===== config.mk =====
export PLATFORM = sky130hd
export DESIGN_NAME = tim_loader
export DESIGN_NICKNAME = d
export VERILOG_FILES = /design/src/sv/tim_pkg.sv /design/src/sv/tim_loader.sv
export SDC_FILE = /design/constraint.sdc
export NUM_CORES = 1
export LEC_CHECK = 0
export BUFFER_PORTS_ARGS = -buffer_cell sky130_fd_sc_hd__clkbuf_2
export CAP_MARGIN = 10
export CORE_AREA = 8 8 135 137
export DETAILED_ROUTE_END_ITERATION = 16
export DIE_AREA = 0 0 143 145
export HOLD_SLACK_MARGIN = 0.08
export PLACE_DENSITY = 0.79
export SYNTH_ARGS = -nofsm -noshare
export SYNTH_HDL_FRONTEND = slang
export SYNTH_SLANG_ARGS = --single-unit

===== constraint.sdc =====
create_clock -name clk -period 21.7 [get_ports clk]
set_input_delay 2.17 -clock clk [delete_from_list [all_inputs] [get_ports clk]]
set_output_delay 2.17 -clock clk [all_outputs]
set_load 0.02 [all_outputs]

===== src/sv/tim_pkg.sv =====
// ----------------------------------------------------------------------------
// tim_pkg
// Shared widths, defaults and the pipeline item type of the index mapper.
// ----------------------------------------------------------------------------
package tim_pkg;

    localparam int MAX_RANK_DEF = 8;
    localparam int IDX_W        = 31;
    localparam int SRC_W        = 32;
    localparam int SHIFT_W      = 5;
    localparam int RANK_W       = 4;
    localparam int DIM_W        = 3;

    localparam logic REG_RANK  = 1'b0;
    localparam logic REG_COUNT = 1'b1;

    localparam logic OP_LOAD = 1'b0;
    localparam logic OP_MAP  = 1'b1;

    // One map item travelling down the row pipeline
    typedef struct packed {
        logic             valid;
        logic [IDX_W-1:0] rem;
        logic [SRC_W-1:0] src;
        logic [IDX_W-1:0] idx;
    } tim_item_t;

    // Loader status toward the top level
    typedef struct packed {
        logic               busy;
        logic               done;
        logic [SRC_W-1:0]   magic;
        logic [SHIFT_W-1:0] shift;
        logic [IDX_W-1:0]   divisor;
    } tim_load_res_t;

endpackage


===== src/sv/tim_loader.sv =====
// ----------------------------------------------------------------------------
// tim_loader
// Derives shift = ceil(log2 d) and the 32-bit magic multiplier of a divisor.
// ----------------------------------------------------------------------------
module tim_loader
    import tim_pkg::*;
(
    input  logic                clk,
    input  logic                rst_n,
    input  logic                start,
    input  logic [IDX_W-1:0]    divisor,
    input  logic                ack,
    output tim_load_res_t       res
);

    localparam logic [1:0] ST_IDLE  = 2'd0;
    localparam logic [1:0] ST_SHIFT = 2'd1;
    localparam logic [1:0] ST_DIV   = 2'd2;
    localparam logic [1:0] ST_HOLD  = 2'd3;

    logic [1:0]         state_reg, state_next;
    logic [SHIFT_W-1:0] sh_reg, sh_next;
    logic [4:0]         cnt_reg, cnt_next;
    logic [IDX_W-1:0]   d_reg, d_next;
    logic [SRC_W-1:0]   r_reg, r_next;
    logic [SRC_W-1:0]   q_reg, q_next;
    logic [SRC_W-1:0]   magic_reg, magic_next;
    logic [SRC_W:0]     r2;
    logic [SRC_W-1:0]   pow;
    logic               qbit;

    assign pow  = 32'd1 << sh_reg;
    assign r2   = {r_reg, 1'b0};
    assign qbit = (r2 >= {2'b0, d_reg});

    always_comb
    begin
        state_next = state_reg;
        sh_next    = sh_reg;
        cnt_next   = cnt_reg;
        d_next     = d_reg;
        r_next     = r_reg;
        q_next     = q_reg;
        magic_next = magic_reg;
        case (state_reg)
            ST_IDLE:
            begin
                if (start)
                begin
                    d_next     = (divisor == '0) ? 31'd1 : divisor;
                    sh_next    = '0;
                    state_next = ST_SHIFT;
                end
            end
            ST_SHIFT:
            begin
                if (sh_reg < 5'd31 && pow < {1'b0, d_reg})
                begin
                    sh_next = sh_reg + 5'd1;
                end
                else
                begin
                    r_next     = pow - {1'b0, d_reg};
                    q_next     = '0;
                    cnt_next   = 5'd31;
                    state_next = ST_DIV;
                end
            end
            ST_DIV:
            begin
                // restoring division, one quotient bit a cycle
                r_next = qbit ? 32'(r2 - {2'b0, d_reg}) : r2[SRC_W-1:0];
                q_next = {q_reg[SRC_W-2:0], qbit};
                cnt_next = cnt_reg - 5'd1;
                if (cnt_reg == '0)
                begin
                    magic_next = {q_reg[SRC_W-2:0], qbit} + 32'd1;
                    state_next = ST_HOLD;
                end
            end
            ST_HOLD:
            begin
                if (ack)
                begin
                    state_next = ST_IDLE;
                end
            end
            default:
            begin
                state_next = ST_IDLE;
            end
        endcase
    end

    always_ff @(posedge clk or negedge rst_n)
    begin
        if (!rst_n)
        begin
            state_reg <= ST_IDLE;
        end
        else
        begin
            state_reg <= state_next;
        end
    end

    always_ff @(posedge clk)
    begin
        sh_reg    <= sh_next;
        cnt_reg   <= cnt_next;
        d_reg     <= d_next;
        r_reg     <= r_next;
        q_reg     <= q_next;
        magic_reg <= magic_next;
    end

    assign res.busy    = (state_reg != ST_IDLE);
    assign res.done    = (state_reg == ST_HOLD);
    assign res.magic   = magic_reg;
    assign res.shift   = sh_reg;
    assign res.divisor = d_reg;

endmodule


# After elaboration in Yosys (flattened, before gate mapping)
# Cells that the tools add are included.
# totals
register_bits	138
output_inout_bits	70
# op_classes
add_sub_neg	5
order_cmp	3
eq_ne	8
n_shift	1
mux	15
n_reduce_logical	12
# op_table
cell	n
$mux W32	2
$pmux W32 S2	1
$sub A32 B31 Y32	2
$pmux W31 S2	1
$ge A33 B31 Y1	1
$add A32 B1 Y32 const B	1
$lt A32 B31 Y1	1
$shl A1 B5 Y32 const A	1
$logic_not A31 Y1	1
$mux W31	1
$pmux W5 S2	2
$mux W5	3
$ne A2 B2 Y1 const B	5
$mux W2	4
$pmux W2 S4	1
$reduce_and A2 Y1	3
$reduce_bool A2 Y1	3
$add A5 B1 Y5 const B	1
$logic_not A5 Y1	1
$lt A5 B5 Y1 const B	1
$sub A5 B1 Y5 const B	1
$eq A2 B2 Y1 const B	2
$reduce_and A4 Y1	1
$reduce_and A3 Y1	1
other kinds (3)	3

# Longest topological paths before layout
# Gate-level depths: netlist (run 1).
# depth
ltp_word	5
ltp_mapped	19
ltp_nobuf	16

# Worst setup path after synthesis (run 1)
# No wires, ideal clock.
# synth_path
kind	register to register
start	register sh_reg[3]
end	register cnt_reg[0] (enable)
setup_time_ps	598
arrival_time_ps	7872
required_ps	21102
setup_slack_ps	13229
stages_incl_launch_ff	15
n_path_buf	1
path_cell_list	edfxtp_1 or2_2 clkbuf_1 or2_2 ha_1 inv_1 fa_1 a211oi_2 o211ai_1 a41oi_2 nor3_1 a31oi_1 a21oi_1 a2111o_1 a21boi_0
# synth_between
elab_chain_cells	5
# synth_rtl
element	line	rtl
start, declared	tim_loader.sv:22	logic [SHIFT_W-1:0] sh_reg, sh_next;
start signal, assigned	tim_loader.sv:109	sh_reg <= sh_next;
$shl A1 B5 Y32	tim_loader.sv:32	assign pow = 32'd1 << sh_reg;
$lt A32 B31 Y1	tim_loader.sv:57	if (sh_reg < 5'd31 && pow < {1'b0, d_reg})
$logic_and A1 B1 Y1 *	tim_loader.sv:57	
$ne A2 B2 Y1 (no source line) *	-	
$reduce_and A2 Y1 (no source line) *	-	
end signal, assigned	tim_loader.sv:110	cnt_reg <= cnt_next;
end, declared	tim_loader.sv:23	logic [4:0] cnt_reg, cnt_next;
# Mark *: on every way between the ends. The rest lies on a longest branch, timed or not.
# A chain may end at the register's enable or synchronous reset.

# Worst setup path after layout (run 1)
# layout_path
start	register sh_reg[0]
end	register q_reg[29] (enable)
# layout_between
elab_chain_cells	5
# layout_rtl
element	line	rtl
$shl A1 B5 Y32	tim_loader.sv:32	
$lt A32 B31 Y1	tim_loader.sv:57	
$logic_and A1 B1 Y1 *	tim_loader.sv:57	
$ne A2 B2 Y1 (no source line) *	-	
$reduce_and A2 Y1 (no source line) *	-	
end signal, assigned	tim_loader.sv:113	q_reg <= q_next;
end, declared	tim_loader.sv:26	logic [SRC_W-1:0] q_reg, q_next;
# Marks and branches as above.

==> results of run 1 <==
[area by class of cell]
cell class / count / area (um^2) / area share (%)
Multi-Input combinational cell: 776 / 5150 / 47.0
Timing Repair Buffer: 109 / 558 / 5.10
Inverter: 59 / 221 / 2.02
Tap cell: 220 / 275 / 2.51
Clock buffer: 17 / 425 / 3.89
Clock inverter: 15 / 188 / 1.71
Sequential cell: 138 / 4130 / 37.8
[synthesized netlist by cell type, types with 3 or more instances]
| cell | number |
|---|---|
| a2111o_1 | 3 |
| a211o_1 | 4 |
| a211oi_1 | 8 |
| a21boi_0 | 3 |
| a21o_1 | 22 |
| a21oi_1 | 81 |
| a31oi_1 | 10 |
| and2_1 | 36 |
| and3_1 | 16 |
| and4_1 | 3 |
| buf_2 | 9 |
| buf_4 | 3 |
| buf_6 | 4 |
| clkbuf_1 | 48 |
| edfxtp_1 | 136 |
| ha_1 | 74 |
| inv_1 | 58 |
| mux2_1 | 3 |
| mux2i_1 | 15 |
| nand2_1 | 80 |
| nand2b_1 | 12 |
| nand3_1 | 36 |
| nand4_1 | 19 |
| nor2_1 | 103 |
| nor2b_1 | 4 |
| nor3_1 | 20 |
| nor4_1 | 10 |
| o211ai_1 | 17 |
| o21a_1 | 7 |
| o21ai_0 | 37 |
| o21ai_1 | 18 |
| o21bai_1 | 6 |
| o22ai_1 | 3 |
| or2_2 | 5 |
| or3_1 | 7 |
| xnor2_1 | 49 |
| xor2_1 | 32 |
[cell families after synthesis]
family / synth area share (%)
AO/OA/AOI/OAI: 15.3
XOR/XNOR: 7.25
adder cells (fa/ha/maj): 9.87
buffers and inverters: 5.33
flip-flops: 42.3
multiplexers: 1.99
AND/OR/NAND/NOR: 18.0
[through the flow]
stage                     total power [mW]  cell area (um^2)  instances  setup WS [ns]  utilization, %
after floorplan                       1.18              9780       1039          13.23               -
after global placement                1.33             10300       1302          17.51            63.9
after detailed placement              1.35             10300       1302          17.32            63.9
after CTS                             1.66             10900       1334          17.32            67.7
after global routing                  1.78             10900       1334          16.89            67.7
final                                 1.66             10900       1334          17.30            67.7
[power groups by stage]
stage / Combinational (mW) / Clock, mW / Sequential [mW]
floorplan: 0.645 / 0 / 0.531
global placement: 0.820 / 0 / 0.514
detailed placement: 0.830 / 0 / 0.518
CTS: 0.836 / 0.307 / 0.514
global route: 0.940 / 0.316 / 0.527
finish: 0.844 / 0.303 / 0.516
[worst min-delay path by stage]
stage	slack, ns	endpoint
floorplan	0.52	state_reg[1]
global placement	0.54	q_reg[18]
detailed placement	0.55	q_reg[28]
CTS	0.57	q_reg[28]
global route	0.59	magic_reg[31]
finish	0.56	q_reg[28]
[layer usage]
| metal | vias up | GRT usage [%] | part of all wire, % |
|---|---|---|---|
| met5 | - | 0 | 0 |
| met4 | 0 | 9.52 | 2.8 |
| met3 | 59 | 5.25 | 8.6 |
| met2 | 357 | 33.8 | 45 |
| met1 | 3618 | 29.2 | 43 |
| li1 | 3865 | - | - |
[critical path, delay by kind of cell (launching register included)]
| kind | cells | cell delay [ns] |
|---|---|---|
| buf+inv | 3 | 0.87 |
| simple gates | 3 | 0.68 |
| fa+ha+maj | 3 | 0.61 |
| flops | 1 | 0.47 |
| compound gates | 7 | 1.33 |
==> impl_results.html, run 1 <==
<table>
<tr><th>Metric</th><th>Value</th></tr>
<tr><th colspan="2">GRT</th></tr>
<tr><td>Total routing usage reported by global routing</td><td>around 22%</td></tr>
<tr><td>Global-route wire length before repair</td><td>between 30000 and 40000 um</td></tr>
<tr><td>Via count of the first global-routing pass</td><td>roughly 7.5k</td></tr>
<tr><td>Pin count of the biggest net entering global routing</td><td>between 90 and 100</td></tr>
<tr><td>Initial antenna violation count</td><td>0</td></tr>
<tr><td>Leftover overflow at the end of global routing</td><td>0</td></tr>
<tr><th colspan="2">Pwr</th></tr>
<tr><td>Cell internal power dissipation</td><td>approximately 0.95 mW</td></tr>
<tr><td>Net switching power</td><td>around 0.71 mW</td></tr>
<tr><td>Part of the total power dissipated in the clock network</td><td>a little under a fifth</td></tr>
<tr><td>Worst vdd rail ir drop</td><td>roughly 0.11 mV</td></tr>
<tr><td>LEAKAGE</td><td>around 4.5 nW</td></tr>
<tr><td>Relative contribution of combinational cells to total power</td><td>50.8%</td></tr>
<tr><td>Switching Fraction</td><td>around 43%</td></tr>
<tr><td>Areal power density over the cells</td><td>between 150 and 200 nW/um^2</td></tr>
<tr><td>Sequential share of power</td><td>between 30% and 40%</td></tr>
<tr><th colspan="2">Setup path</th></tr>
<tr><td>Worst flop-to-flop path endpoint</td><td>q_reg[29]</td></tr>
<tr><td>Critical path destination</td><td>q_reg[29]</td></tr>
<tr><td>Worst setup startpoint</td><td>sh_reg[0]</td></tr>
<tr><td>CP cell instances</td><td>inv_1 &gt; ha_1 &gt; nand2_1 &gt; or2_2 &gt; ha_1 &gt; inv_1 &gt; fa_1 &gt; a211oi_2 &gt; o211ai_1 &gt; a41oi_2 &gt; nor3_1 &gt; a31oi_1 &gt; a21oi_1 &gt; a2111o_1 &gt; a21boi_4 &gt; buf_4</td></tr>
<tr><td>Worst setup slack for register-to-register paths</td><td>around 17 ns</td></tr>
<tr><td>Nature of the critical path endpoint</td><td>flip-flop</td></tr>
<tr><td>Data arrival time of the critical path</td><td>~4.5 ns</td></tr>
<tr><td>Worst path slowest cell</td><td>buf_4</td></tr>
<tr><td>Maximum fanout encountered on the critical timing path</td><td>approximately 70</td></tr>
<tr><td>Startpoint Class</td><td>flip-flop</td></tr>
<tr><td>Worst stage delay on the critical path</td><td>0.68 ns</td></tr>
<tr><td>Worst r2r path cells</td><td>16</td></tr>
<tr><td>Data required time of the worst path</td><td>21.75 ns</td></tr>
<tr><td>Classification of the worst setup path</td><td>flip-flop to flip-flop</td></tr>
<tr><td>Worst reg2reg startpoint</td><td>sh_reg[0]</td></tr>
<tr><th colspan="2">Synth</th></tr>
<tr><td>Flop and latch count out of synthesis</td><td>138</td></tr>
<tr><td>Yosys warning count</td><td>0</td></tr>
<tr><td>Largest area contributor in the netlist</td><td>edfxtp_1</td></tr>
<tr><td>Dominant cells by area after synthesis</td><td>edfxtp_1 (42%), ha_1 (9.5%), xnor2_1 (4.4%)</td></tr>
<tr><td>Asr flop ratio synth</td><td>approximately 1.4%</td></tr>
<tr><td>Yosys top cell area share</td><td>41.7%</td></tr>
<tr><td>Mapped Nets</td><td>about 1.2k</td></tr>
<tr><td>Post-Synthesis Cell Area</td><td>9780 um^2</td></tr>
<tr><td>Number of flops mapped to enable cells by yosys</td><td>~140</td></tr>
<tr><td>Post-synth top flop</td><td>edfxtp_1</td></tr>
<tr><td>Part of the Yosys area used for sequential elements</td><td>42.3%</td></tr>
<tr><td>Mean cell area of the mapped netlist</td><td>roughly 9.4 um^2</td></tr>
<tr><td>Synth Instances</td><td>around 1.0k</td></tr>
<tr><td>Post-synthesis cell type count</td><td>64</td></tr>
<tr><th colspan="2">Clock network</th></tr>
<tr><td>Count of cells resized by post-cts repair</td><td>0</td></tr>
<tr><td>Source-to-sink clock delay at the later pin of the worst-skew pair</td><td>about 0.42 ns</td></tr>
<tr><td>Maximum clock insertion buffer count</td><td>2</td></tr>
<tr><td>Root buffer cell</td><td>clkbuf_16</td></tr>
<tr><td>Hold buffer count at CTS</td><td>0</td></tr>
<tr><td>Clock tree from TritonCTS</td><td>built</td></tr>
<tr><td>Maximum level of the CTS H-tree</td><td>4</td></tr>
<tr><td>Post-CTS setup-driven buffer insertion count</td><td>0</td></tr>
<tr><td>Reg clk slew, reported paths</td><td>0.06 ns</td></tr>
<tr><td>Number of clock buffers inserted by TritonCTS</td><td>17</td></tr>
<tr><td>Sink count of the clock tree</td><td>~140</td></tr>
<tr><th colspan="2">Detailed routing</th></tr>
<tr><td>Iter 0 DRT Violations</td><td>668</td></tr>
<tr><td>Average wire per standard cell</td><td>around 17 um</td></tr>
<tr><td>Pre-Repair DR Iteration Count</td><td>6</td></tr>
<tr><td>DR vias</td><td>7899</td></tr>
<tr><td>Detailed-route wire length</td><td>22900 um</td></tr>
<tr><td>ANT nets after route</td><td>0</td></tr>
<tr><td>Average via count per standard cell</td><td>just under 6</td></tr>
<tr><td>DRC</td><td>0</td></tr>
<tr><th colspan="2">STA</th></tr>
<tr><td>Fin Hold WS</td><td>between 0.5 and 0.6 ns</td></tr>
<tr><td>Crit path time final</td><td>between 4 and 5 ns</td></tr>
<tr><td>Share of the clock period used by the worst path</td><td>20.3%</td></tr>
<tr><td>Relative max-transition margin</td><td>38.8%</td></tr>
<tr><td>Final worst clock skew</td><td>0.00814 ns</td></tr>
<tr><td>Number of endpoints failing setup at the final stage</td><td>0</td></tr>
<tr><td>Final sum of negative setup slack</td><td>0 ns</td></tr>
<tr><td>Final Hold Violating Endpoints</td><td>0</td></tr>
<tr><td>Unrepaired setup endpoints after global routing</td><td>no</td></tr>
<tr><td>Max Fclk</td><td>approximately 230 MHz</td></tr>
<tr><td>Worst slew pin tran</td><td>0.918 ns</td></tr>
<tr><td>Final number of max-transition violations</td><td>0</td></tr>
<tr><th colspan="2">Status</th></tr>
<tr><td>Outcome</td><td>finished, final reports clean</td></tr>
<tr><th colspan="2">Finish</th></tr>
<tr><td>Commonest non-fill, non-tap cells in the layout</td><td>edfxtp_1 (136), clkbuf_2 (104), nor2_1 (102)</td></tr>
<tr><td># fillers</td><td>between 1k and 1.5k</td></tr>
<tr><td>Layout Area Growth over Synthesis</td><td>11.9%</td></tr>
<tr><td>Ratio of cells with drive above 1 in the final layout</td><td>between 10 and 15%</td></tr>
<tr><td>Final net count</td><td>1212</td></tr>
<tr><td>Number of diodes added for antenna fixing</td><td>0</td></tr>
<tr><td>Leading cell type in the layout, fill and taps excluded</td><td>edfxtp_1</td></tr>
<tr><th colspan="2">Floorplan</th></tr>
<tr><td>Number of standard-cell rows in the floorplan</td><td>47</td></tr>
<tr><td>Boundary Pins</td><td>about 110</td></tr>
<tr><td>Die Footprint</td><td>roughly 21000 um^2</td></tr>
<tr><td>Effective utilization at floorplan</td><td>between 60 and 70%</td></tr>
<tr><td>Core ar.</td><td>16200 um^2</td></tr>
<tr><td>Die extent in x</td><td>about 140 um</td></tr>
<tr><td>Height of the die</td><td>roughly 150 um</td></tr>
<tr><th colspan="2">Placed design</th></tr>
<tr><td>Input/output buffers</td><td>about 100</td></tr>
<tr><td>Final weighted congestion of routability-driven global placement</td><td>a little under 1</td></tr>
<tr><td>HPWL after detailed placement</td><td>approximately 17000 um</td></tr>
<tr><th colspan="2">Worst hold path</th></tr>
<tr><td>Worst Hold Depth</td><td>1</td></tr>
<tr><td>Min-Delay Path Class</td><td>flip-flop to flip-flop</td></tr>
<tr><td>Startpoint of the worst hold path</td><td>q_reg[27]</td></tr>
<tr><th colspan="2">Run</th></tr>
<tr><td>Max Cap Violations</td><td>0</td></tr>
</table>
Power figures use the tool's default switching activity.
==> run 2, diff against run 1 <==
--- a/config.mk
+++ b/config.mk
@@ -7,11 +7,11 @@
 export LEC_CHECK = 0
 export BUFFER_PORTS_ARGS = -buffer_cell sky130_fd_sc_hd__clkbuf_2
 export CAP_MARGIN = 10
-export CORE_AREA = 8 8 135 137
+export CORE_AREA = 8 8 137 139
 export DETAILED_ROUTE_END_ITERATION = 16
-export DIE_AREA = 0 0 143 145
+export DIE_AREA = 0 0 145 147
 export HOLD_SLACK_MARGIN = 0.08
-export PLACE_DENSITY = 0.79
+export PLACE_DENSITY = 0.76
 export SYNTH_ARGS = -nofsm -noshare
 export SYNTH_HDL_FRONTEND = slang
 export SYNTH_SLANG_ARGS = --single-unit
==> constraint.sdc (replaced) <==
create_clock -name clk -period 4.28 [get_ports clk]
set_input_delay 0.428 -clock clk [delete_from_list [all_inputs] [get_ports clk]]
set_output_delay 0.428 -clock clk [all_outputs]
set_load 0.02 [all_outputs]
==> run 2 against run 1 <==
Final area increased by 0.51%; wire length shrank 0.61%; final cell count increased by 0.52%; power rose to 5.1 times the previous value; utilization down 2.0 points; sequential share of layout area decreased by 0.19 points; critical endpoint is now sh_reg[1].
==> impl_results.html, run 2 (synthesized netlist as in run 1, its figures left out) <==
<table>
<tr><th>Metric</th><th>Value</th></tr>
<tr><th colspan="2">Status</th></tr>
<tr><td>Outcome</td><td>finished, final reports clean</td></tr>
<tr><th colspan="2">Detailed routing</th></tr>
<tr><td>Average via count per standard cell</td><td>5.83 (-1.6%)</td></tr>
<tr><td>Average wire per standard cell</td><td>17.0 um (-1.1%)</td></tr>
<tr><td>Iter 0 DRT Violations</td><td>802 (+20%)</td></tr>
<tr><td>Detailed-route wire length</td><td>22800 um (-0.61%)</td></tr>
<tr><td>Pre-Repair DR Iteration Count</td><td>5 (-1)</td></tr>
<tr><td>DR vias</td><td>7816 (-1.1%)</td></tr>
<tr><td>DRC</td><td>0 (unchanged)</td></tr>
<tr><td>ANT nets after route</td><td>0 (unchanged)</td></tr>
<tr><th colspan="2">STA</th></tr>
<tr><td>Share of the clock period used by the worst path</td><td>91.4% (+71 points)</td></tr>
<tr><td>Worst slew pin tran</td><td>0.652 ns (-0.266 ns)</td></tr>
<tr><td>Crit path time final</td><td>3.91 ns (-0.488 ns)</td></tr>
<tr><td>Final sum of negative setup slack</td><td>0 ns (unchanged)</td></tr>
<tr><td>Final number of max-transition violations</td><td>0 (unchanged)</td></tr>
<tr><td>Relative max-transition margin</td><td>56.5% (+18 points)</td></tr>
<tr><td>Max Fclk</td><td>256 MHz (+12%)</td></tr>
<tr><td>Final worst clock skew</td><td>0.00881 ns (+0.000676 ns)</td></tr>
<tr><td>Final Worst Setup Slack</td><td>0.369 ns (-16.93 ns)</td></tr>
<tr><td>Number of endpoints failing setup at the final stage</td><td>0 (unchanged)</td></tr>
<tr><td>Final Hold Violating Endpoints</td><td>0 (unchanged)</td></tr>
<tr><td>Unrepaired setup endpoints after global routing</td><td>no</td></tr>
<tr><th colspan="2">Clock network</th></tr>
<tr><td>Reg clk slew, reported paths</td><td>0.06 ns (about the same)</td></tr>
<tr><td>Number of clock buffers inserted by TritonCTS</td><td>17 (unchanged)</td></tr>
<tr><td>Clock tree from TritonCTS</td><td>built</td></tr>
<tr><td>Sink count of the clock tree</td><td>138 (unchanged)</td></tr>
<tr><td>Source-to-sink clock delay at the later pin of the worst-skew pair</td><td>0.42 ns (about the same)</td></tr>
<tr><td>Root buffer cell</td><td>clkbuf_16</td></tr>
<tr><td>Maximum level of the CTS H-tree</td><td>4 (unchanged)</td></tr>
<tr><td>Post-CTS setup-driven buffer insertion count</td><td>0 (unchanged)</td></tr>
<tr><td>Maximum clock insertion buffer count</td><td>2 (unchanged)</td></tr>
<tr><td>Count of cells resized by post-cts repair</td><td>0 (unchanged)</td></tr>
<tr><th colspan="2">Setup path</th></tr>
<tr><td>Most frequent cell on the critical path</td><td>a21oi_1</td></tr>
<tr><td>CP cell instances</td><td>inv_1 &gt; ha_1 &gt; nand2_1 &gt; or2_4 &gt; ha_4 &gt; inv_2 &gt; fa_2 &gt; a211oi_2 &gt; o211ai_1 &gt; a41oi_2 &gt; nor3_1 &gt; a31oi_1 &gt; a21oi_1 &gt; a2111o_1 &gt; a21oi_1</td></tr>
<tr><td>Worst path slowest cell</td><td>edfxtp_1</td></tr>
<tr><td>Maximum fanout encountered on the critical timing path</td><td>6 (-91%)</td></tr>
<tr><td>Nature of the critical path endpoint</td><td>flip-flop</td></tr>
<tr><td>Startpoint Class</td><td>flip-flop</td></tr>
<tr><td>Data required time of the worst path</td><td>4.34 ns (-17.41 ns)</td></tr>
<tr><td>Classification of the worst setup path</td><td>flip-flop to flip-flop</td></tr>
<tr><td>Data arrival time of the critical path</td><td>3.97 ns (-0.48 ns)</td></tr>
<tr><td>Worst stage delay on the critical path</td><td>0.44 ns (-0.24 ns)</td></tr>
<tr><th colspan="2">Placed design</th></tr>
<tr><td>Post-Place Setup Slack</td><td>0.404 ns (-16.92 ns)</td></tr>
<tr><td>HPWL after detailed placement</td><td>17500 um (+0.80%)</td></tr>
<tr><td>Final weighted congestion of routability-driven global placement</td><td>0.934 (-5.1%)</td></tr>
<tr><td>Instance area after placement</td><td>10400 um^2 (+0.45%)</td></tr>
<tr><td>Input/output buffers</td><td>104 (unchanged)</td></tr>
<tr><td>Number of placed cells counting well taps</td><td>1308 (+0.46%)</td></tr>
<tr><th colspan="2">GRT</th></tr>
<tr><td>Via count of the first global-routing pass</td><td>7514 (-0.27%)</td></tr>
<tr><td>Global-route wire length before repair</td><td>36900 um (+0.11%)</td></tr>
<tr><td>Total routing usage reported by global routing</td><td>21.3% (-0.84 points)</td></tr>
<tr><td>Pin count of the biggest net entering global routing</td><td>69 (-30%)</td></tr>
<tr><td>Leftover overflow at the end of global routing</td><td>0 (unchanged)</td></tr>
<tr><td>Initial antenna violation count</td><td>0 (unchanged)</td></tr>
<tr><th colspan="2">Finish</th></tr>
<tr><td>Ratio of cells with drive above 1 in the final layout</td><td>14.7% (+0.42 points)</td></tr>
<tr><td>Area of all sequential standard cells</td><td>4130 um^2 (unchanged)</td></tr>
<tr><td>End-of-flow core utilization</td><td>65.7% (-2.0 points)</td></tr>
<tr><td>Final Non-Filler Cells</td><td>1341 (+0.52%)</td></tr>
<tr><td>Final net count</td><td>1214 (+0.17%)</td></tr>
<tr><td>Number of diodes added for antenna fixing</td><td>0 (unchanged)</td></tr>
<tr><td>Commonest non-fill, non-tap cells in the layout</td><td>edfxtp_1 (136), clkbuf_2 (104), nor2_1 (102)</td></tr>
<tr><td>Fin area</td><td>11000 um^2 (+0.51%)</td></tr>
<tr><td>Leading cell type in the layout, fill and taps excluded</td><td>edfxtp_1</td></tr>
<tr><td>Layout Area Growth over Synthesis</td><td>12.5%</td></tr>
<tr><td># fillers</td><td>1304 (+2.8%)</td></tr>
<tr><td>Area taken by multi-input logic gates</td><td>5170 um^2 (+0.39%)</td></tr>
<tr><th colspan="2">Floorplan</th></tr>
<tr><td>Effective utilization at floorplan</td><td>58.4% (-2.1 points)</td></tr>
<tr><td>Die extent in x</td><td>145 um (+1.4%)</td></tr>
<tr><td>Die Footprint</td><td>21300 um^2 (+2.8%)</td></tr>
<tr><td>Height of the die</td><td>147 um (+1.4%)</td></tr>
<tr><td>Boundary Pins</td><td>105 (unchanged)</td></tr>
<tr><td>Core ar.</td><td>16800 um^2 (+3.6%)</td></tr>
<tr><td>Number of standard-cell rows in the floorplan</td><td>48 (+2.1%)</td></tr>
<tr><th colspan="2">Pwr</th></tr>
<tr><td>Relative contribution of combinational cells to total power</td><td>51.2% (+0.4 points)</td></tr>
<tr><td>Net switching power</td><td>3.60 mW (+410%)</td></tr>
<tr><td>Part of the total power dissipated in the clock network</td><td>18.0% (-0.2 points)</td></tr>
<tr><td>Areal power density over the cells</td><td>768 nW/um^2 (+410%)</td></tr>
<tr><td>Switching Fraction</td><td>42.6% (-0.19 points)</td></tr>
<tr><td>Sequential share of power</td><td>30.7% (-0.3 points)</td></tr>
<tr><td>Cell internal power dissipation</td><td>4.85 mW (+410%)</td></tr>
<tr><td>LEAKAGE</td><td>4.56 nW (+0.26%)</td></tr>
<tr><td>Worst vdd rail ir drop</td><td>0.531 mV (+380%)</td></tr>
<tr><th colspan="2">Worst hold path</th></tr>
<tr><td>Min-Delay Path Class</td><td>input port to flip-flop</td></tr>
<tr><th colspan="2">Run</th></tr>
<tr><td>Max Cap Violations</td><td>0 (unchanged)</td></tr>
</table>
-- run 2: changes by cell type in the layout (fill, tap and decap cells not counted), sizes merged --
cell	delta
buf	+1
clkinv	+2
dlygate4sd3	+1
inv	-2
-- run 2: worst paths after layout --
path                              from            end  slack [ns]  cells past startpoint
max in group asynchronous        rst_n   state_reg[1]        3.86                      2
max reg2reg                  sh_reg[0]      sh_reg[1]        0.37                     15
min                        divisor[22]      d_reg[22]        0.20                      1
min reg2reg                  q_reg[30]  magic_reg[31]        0.56                      1
min in group asynchronous        rst_n   state_reg[0]        0.33                      2
max                          sh_reg[0]      sh_reg[1]        0.37                     15
-- run 2: stage by stage --
step                      hold WS, ns  power (mW)
after floorplan                 0.132        5.93
after global placement          0.217        6.80
after detailed placement        0.218        6.87
after CTS                       0.180        8.43
after global routing            0.181        9.06
final                           0.195        8.45
-- run 2: final cells by class --
class,instances,area share [%]
clock buffer,17,3.87
clock inverter,15,1.71
inverter,59,2.01
multi-input combinational,776,46.9
sequential,138,37.6
tap,225,2.56
timing repair buffer,111,5.34
-- run 2: what timing repair did --
action / in CTS / in global routing
hold buffers: 1 / 0
endpoints found under the hold margin: 2 / 0
endpoints found under the setup margin: 0 / 0
-- run 2: worst max-delay path, delay by kind of cell (launching register included) --
| kind | cells | cell delay, ns |
|---|---|---|
| compound gates | 7 | 1.84 |
| fa+ha+maj | 3 | 0.75 |
| buf+inv | 2 | 0.13 |
| flops | 1 | 0.44 |
| simple gates | 3 | 0.38 |
-- run 2: per-layer routing --
| metal | up-vias | GRT usage (%) | wire (um) |
|---|---|---|---|
| li1 | 3874 | - | - |
| met1 | 3626 | 27.0 | 10300 |
| met2 | 272 | 34.4 | 10400 |
| met3 | 44 | 6.24 | 1600 |
| met4 | 0 | 6.84 | 500 |
| met5 | - | 0 | 0 |
-- run 2: power by group through the flow --
stage / Combinational [mW] / Sequential (mW) / Clock, mW
finish: 4.33 / 2.59 / 1.52
global route: 4.82 / 2.66 / 1.59
CTS: 4.30 / 2.59 / 1.54
detailed placement: 4.26 / 2.61 / 0
global placement: 4.21 / 2.59 / 0
floorplan: 3.31 / 2.62 / 0
==> run 3, diff against run 2 <==
--- a/config.mk
+++ b/config.mk
@@ -7,11 +7,12 @@
 export LEC_CHECK = 0
 export BUFFER_PORTS_ARGS = -buffer_cell sky130_fd_sc_hd__clkbuf_2
 export CAP_MARGIN = 10
-export CORE_AREA = 8 8 137 139
+export CORE_AREA = 8 8 144 146
 export DETAILED_ROUTE_END_ITERATION = 16
-export DIE_AREA = 0 0 145 147
+export DIE_AREA = 0 0 152 154
 export HOLD_SLACK_MARGIN = 0.08
-export PLACE_DENSITY = 0.76
+export MAX_ROUTING_LAYER = met4
+export PLACE_DENSITY = 0.72
 export SYNTH_ARGS = -nofsm -noshare
 export SYNTH_HDL_FRONTEND = slang
 export SYNTH_SLANG_ARGS = --single-unit
==> constraint.sdc (replaced) <==
create_clock -name clk -period 3.35 [get_ports clk]
set_input_delay 0.335 -clock clk [delete_from_list [all_inputs] [get_ports clk]]
set_output_delay 0.335 -clock clk [all_outputs]
set_load 0.02 [all_outputs]
==> run 3 against run 2 <==
The flow now finishes with violations (setup timing); die area increased by 9.8%; worst hold slack got worse by 0.10 ns; clock power increased by 41%; non-clock buffer count increased by 115; wire length increased by 12%; global-route usage increased by 0.84 points; clock-buffer cell count increased by 1; via count increased by 6.2%; first-iteration DRC count decreased by 17%; final area increased by 12%; utilization increased by 1.3 points; flip-flop and latch count unchanged.
==> impl_results.html, run 3 (synthesized netlist as in run 1, its figures left out) <==
<table>
<tr><th>Metric</th><th>Value</th></tr>
<tr><th colspan="2">Setup path</th></tr>
<tr><td>Data required time of the worst path</td><td>3.53 ns (-0.81 ns)</td></tr>
<tr><td>CP cell instances</td><td>buf_4 &gt; ha_1 &gt; nand2_2 &gt; nor2_2 &gt; fa_2 &gt; a211oi_2 &gt; o211ai_1 &gt; a41oi_2 &gt; nor3_2 &gt; a31oi_1 &gt; a21oi_2 &gt; a2111o_1 &gt; a21boi_4 &gt; buf_12 &gt; buf_16</td></tr>
<tr><td>Worst stage delay on the critical path</td><td>0.45 ns (about the same)</td></tr>
<tr><td>Classification of the worst setup path</td><td>flip-flop to flip-flop</td></tr>
<tr><td>Data arrival time of the critical path</td><td>3.76 ns (-0.21 ns)</td></tr>
<tr><td>Startpoint Class</td><td>flip-flop</td></tr>
<tr><td>Worst path bufs/invs</td><td>3 (+1)</td></tr>
<tr><td>Nature of the critical path endpoint</td><td>flip-flop</td></tr>
<tr><td>Maximum fanout encountered on the critical timing path</td><td>14 (+8)</td></tr>
<tr><td>Worst path slowest cell</td><td>edfxtp_1</td></tr>
<tr><td>Top delay family on crit path</td><td>compound AO/OA/AOI/OAI gates</td></tr>
<tr><th colspan="2">Placed design</th></tr>
<tr><td>Instance area after placement</td><td>11200 um^2 (+7.8%)</td></tr>
<tr><td>Final weighted congestion of routability-driven global placement</td><td>0.939 (+0.49%)</td></tr>
<tr><td>Number of placed cells counting well taps</td><td>1409 (+7.7%)</td></tr>
<tr><td>Input/output buffers</td><td>104 (unchanged)</td></tr>
<tr><td>HPWL after detailed placement</td><td>19500 um (+11%)</td></tr>
<tr><th colspan="2">GRT</th></tr>
<tr><td>Leftover overflow at the end of global routing</td><td>0 (unchanged)</td></tr>
<tr><td>Highest-utilization routing layer at the global route stage</td><td>met2</td></tr>
<tr><td>Pin count of the biggest net entering global routing</td><td>48 (-30%)</td></tr>
<tr><td>Global-route wire length before repair</td><td>40500 um (+9.8%)</td></tr>
<tr><td>Global Route met3 Usage</td><td>3.42% (-2.8 points)</td></tr>
<tr><td>Total routing usage reported by global routing</td><td>22.1% (+0.84 points)</td></tr>
<tr><td>Via count of the first global-routing pass</td><td>8143 (+8.4%)</td></tr>
<tr><td>Initial antenna violation count</td><td>0 (unchanged)</td></tr>
<tr><td>M2 GR Usage</td><td>35.3% (+0.92 points)</td></tr>
<tr><td>GR met1 Demand/Resource</td><td>28.1% (+1.1 points)</td></tr>
<tr><th colspan="2">Clock network</th></tr>
<tr><td>Clock tree from TritonCTS</td><td>built</td></tr>
<tr><td>Source-to-sink clock delay at the later pin of the worst-skew pair</td><td>0.43 ns (about the same)</td></tr>
<tr><td>Maximum clock insertion buffer count</td><td>2 (unchanged)</td></tr>
<tr><td>Maximum level of the CTS H-tree</td><td>4 (unchanged)</td></tr>
<tr><td>Number of clock buffers inserted by TritonCTS</td><td>17 (unchanged)</td></tr>
<tr><td>Root buffer cell</td><td>clkbuf_16</td></tr>
<tr><td>Reg clk slew, reported paths</td><td>0.07 ns (about the same)</td></tr>
<tr><td>Sink count of the clock tree</td><td>138 (unchanged)</td></tr>
<tr><th colspan="2">Finish</th></tr>
<tr><td>Leading cell type in the layout, fill and taps excluded</td><td>edfxtp_1</td></tr>
<tr><td>Fin area</td><td>12400 um^2 (+12%)</td></tr>
<tr><td>Final Non-Filler Cells</td><td>1465 (+9.2%)</td></tr>
<tr><td>Ratio of cells with drive above 1 in the final layout</td><td>27.4% (+13 points)</td></tr>
<tr><td>Layout Area Growth over Synthesis</td><td>26.3%</td></tr>
<tr><td>Commonest non-fill, non-tap cells in the layout</td><td>edfxtp_1 (136), buf_4 (108), clkbuf_2 (104)</td></tr>
<tr><td># fillers</td><td>1453 (+11%)</td></tr>
<tr><td>Number of diodes added for antenna fixing</td><td>0 (unchanged)</td></tr>
<tr><td>Final net count</td><td>1329 (+9.5%)</td></tr>
<tr><th colspan="2">STA</th></tr>
<tr><td>Final sum of negative setup slack</td><td>-15.56 ns (-15.56 ns)</td></tr>
<tr><td>Share of the clock period used by the worst path</td><td>107% (+15 points)</td></tr>
<tr><td>Unrepaired setup endpoints after global routing</td><td>yes</td></tr>
<tr><td>Final Hold Violating Endpoints</td><td>0 (unchanged)</td></tr>
<tr><td>Crit path time final</td><td>3.57 ns (-0.336 ns)</td></tr>
<tr><td>Worst slew pin tran</td><td>0.580 ns (-0.0720 ns)</td></tr>
<tr><td>Relative max-transition margin</td><td>61.3% (+4.8 points)</td></tr>
<tr><td>Max Fclk</td><td>280 MHz (+9.4%)</td></tr>
<tr><td>Final worst clock skew</td><td>0.0102 ns (+0.00141 ns)</td></tr>
<tr><td>Number of endpoints failing setup at the final stage</td><td>78 (+78)</td></tr>
<tr><td>Fin Hold WS</td><td>0.0936 ns (-0.102 ns)</td></tr>
<tr><td>Final Worst Setup Slack</td><td>-0.225 ns (-0.594 ns)</td></tr>
<tr><td>Final number of max-transition violations</td><td>0 (unchanged)</td></tr>
<tr><th colspan="2">Detailed routing</th></tr>
<tr><td>Average via count per standard cell</td><td>5.67 (-2.8%)</td></tr>
<tr><td>Detailed-route wire length</td><td>25500 um (+12%)</td></tr>
<tr><td>ANT nets after route</td><td>0 (unchanged)</td></tr>
<tr><td>Iter 0 DRT Violations</td><td>664 (-17%)</td></tr>
<tr><td>Average wire per standard cell</td><td>17.4 um (+2.4%)</td></tr>
<tr><td>DRC</td><td>0 (unchanged)</td></tr>
<tr><td>Pre-Repair DR Iteration Count</td><td>5 (unchanged)</td></tr>
<tr><td>DR vias</td><td>8302 (+6.2%)</td></tr>
<tr><th colspan="2">Floorplan</th></tr>
<tr><td>Effective utilization at floorplan</td><td>53.0% (-5.4 points)</td></tr>
<tr><td>Number of standard-cell rows in the floorplan</td><td>50 (+4.2%)</td></tr>
<tr><td>Boundary Pins</td><td>105 (unchanged)</td></tr>
<tr><td>Die extent in x</td><td>152 um (+4.8%)</td></tr>
<tr><td>Die Footprint</td><td>23400 um^2 (+9.8%)</td></tr>
<tr><td>Height of the die</td><td>154 um (+4.8%)</td></tr>
<tr><td>Core ar.</td><td>18500 um^2 (+10%)</td></tr>
<tr><th colspan="2">Pwr</th></tr>
<tr><td>Worst vdd rail ir drop</td><td>0.457 mV (-14%)</td></tr>
<tr><td>Part of the total power dissipated in the clock network</td><td>17.3% (-0.7 points)</td></tr>
<tr><td>Cell internal power dissipation</td><td>7.28 mW (+50%)</td></tr>
<tr><td>Switching Fraction</td><td>40.9% (-1.7 points)</td></tr>
<tr><td>LEAKAGE</td><td>5.23 nW (+15%)</td></tr>
<tr><td>Relative contribution of combinational cells to total power</td><td>55.9% (+4.7 points)</td></tr>
<tr><td>Net switching power</td><td>5.05 mW (+40%)</td></tr>
<tr><td>Total power</td><td>12.3 mW (+46%)</td></tr>
<tr><td>Sequential share of power</td><td>26.7% (-4.0 points)</td></tr>
<tr><td>Areal power density over the cells</td><td>998 nW/um^2 (+30%)</td></tr>
<tr><th colspan="2">Worst hold path</th></tr>
<tr><td>Min-Delay Path Class</td><td>input port to flip-flop</td></tr>
<tr><th colspan="2">Run</th></tr>
<tr><td>Max Cap Violations</td><td>0 (unchanged)</td></tr>
<tr><th colspan="2">Status</th></tr>
<tr><td>Violated checks</td><td>setup timing</td></tr>
<tr><td>Outcome</td><td>complete, but fails checks</td></tr>
</table>
-- run 3: layer usage --
layer	wire length (um)	vias to the layer above	share of wire, %
met5	0	-	0
met4	690	0	2.7
met3	1410	57	5.5
met2	11900	310	47
met1	11500	3832	45
li1	-	4103	-
-- run 3: per-stage QoR --
| stage | utilization, % | setup slack [ns] |
|---|---|---|
| after floorplan | - | -0.912 |
| after global placement | 60.6 | -0.207 |
| after detailed placement | 60.6 | -0.291 |
| after CTS | 65.6 | -0.258 |
| after global routing | 67.0 | -0.356 |
| final | 67.0 | -0.225 |
-- run 3: area by class of cell --
class / instances / area, um^2 / share of cell area, %
inverter: 59 / 221 / 1.79
clock inverter: 14 / 235 / 1.90
timing repair buffer: 226 / 1600 / 12.9
tap: 234 / 293 / 2.37
multi-input combinational: 776 / 5450 / 44.1
sequential: 138 / 4130 / 33.5
clock buffer: 18 / 429 / 3.47
-- run 3: worst paths after layout --
path | endpoint | from | cells after the start | slack (ns)
max | r_reg[16] | sh_reg[0] | 15 | -0.22
min | d_reg[26] | divisor[26] | 1 | 0.09
max reg2reg | r_reg[16] | sh_reg[0] | 15 | -0.22
min reg2reg | magic_reg[31] | q_reg[30] | 1 | 0.57
max in group asynchronous | state_reg[1] | rst_n | 2 | 3.04
min in group asynchronous | state_reg[0] | rst_n | 2 | 0.22
-- run 3: power by group through the flow --
stage / sequential [mW] / combinational [mW] / clock [mW]
after detailed placement: 3.32 / 6.17 / 0
after floorplan: 3.36 / 4.30 / 0
after global routing: 3.38 / 7.58 / 2.23
final: 3.30 / 6.90 / 2.14
after CTS: 3.29 / 6.66 / 2.16
after global placement: 3.30 / 6.09 / 0
-- run 3: timing repair --
item,in CTS,in global routing
endpoints found under the hold margin,2,0
setup buffers,10,12
resized for setup,25,46
setup endpoints to repair,82,96
cloned,3,0
hold buffers,1,0
pin swaps,13,32
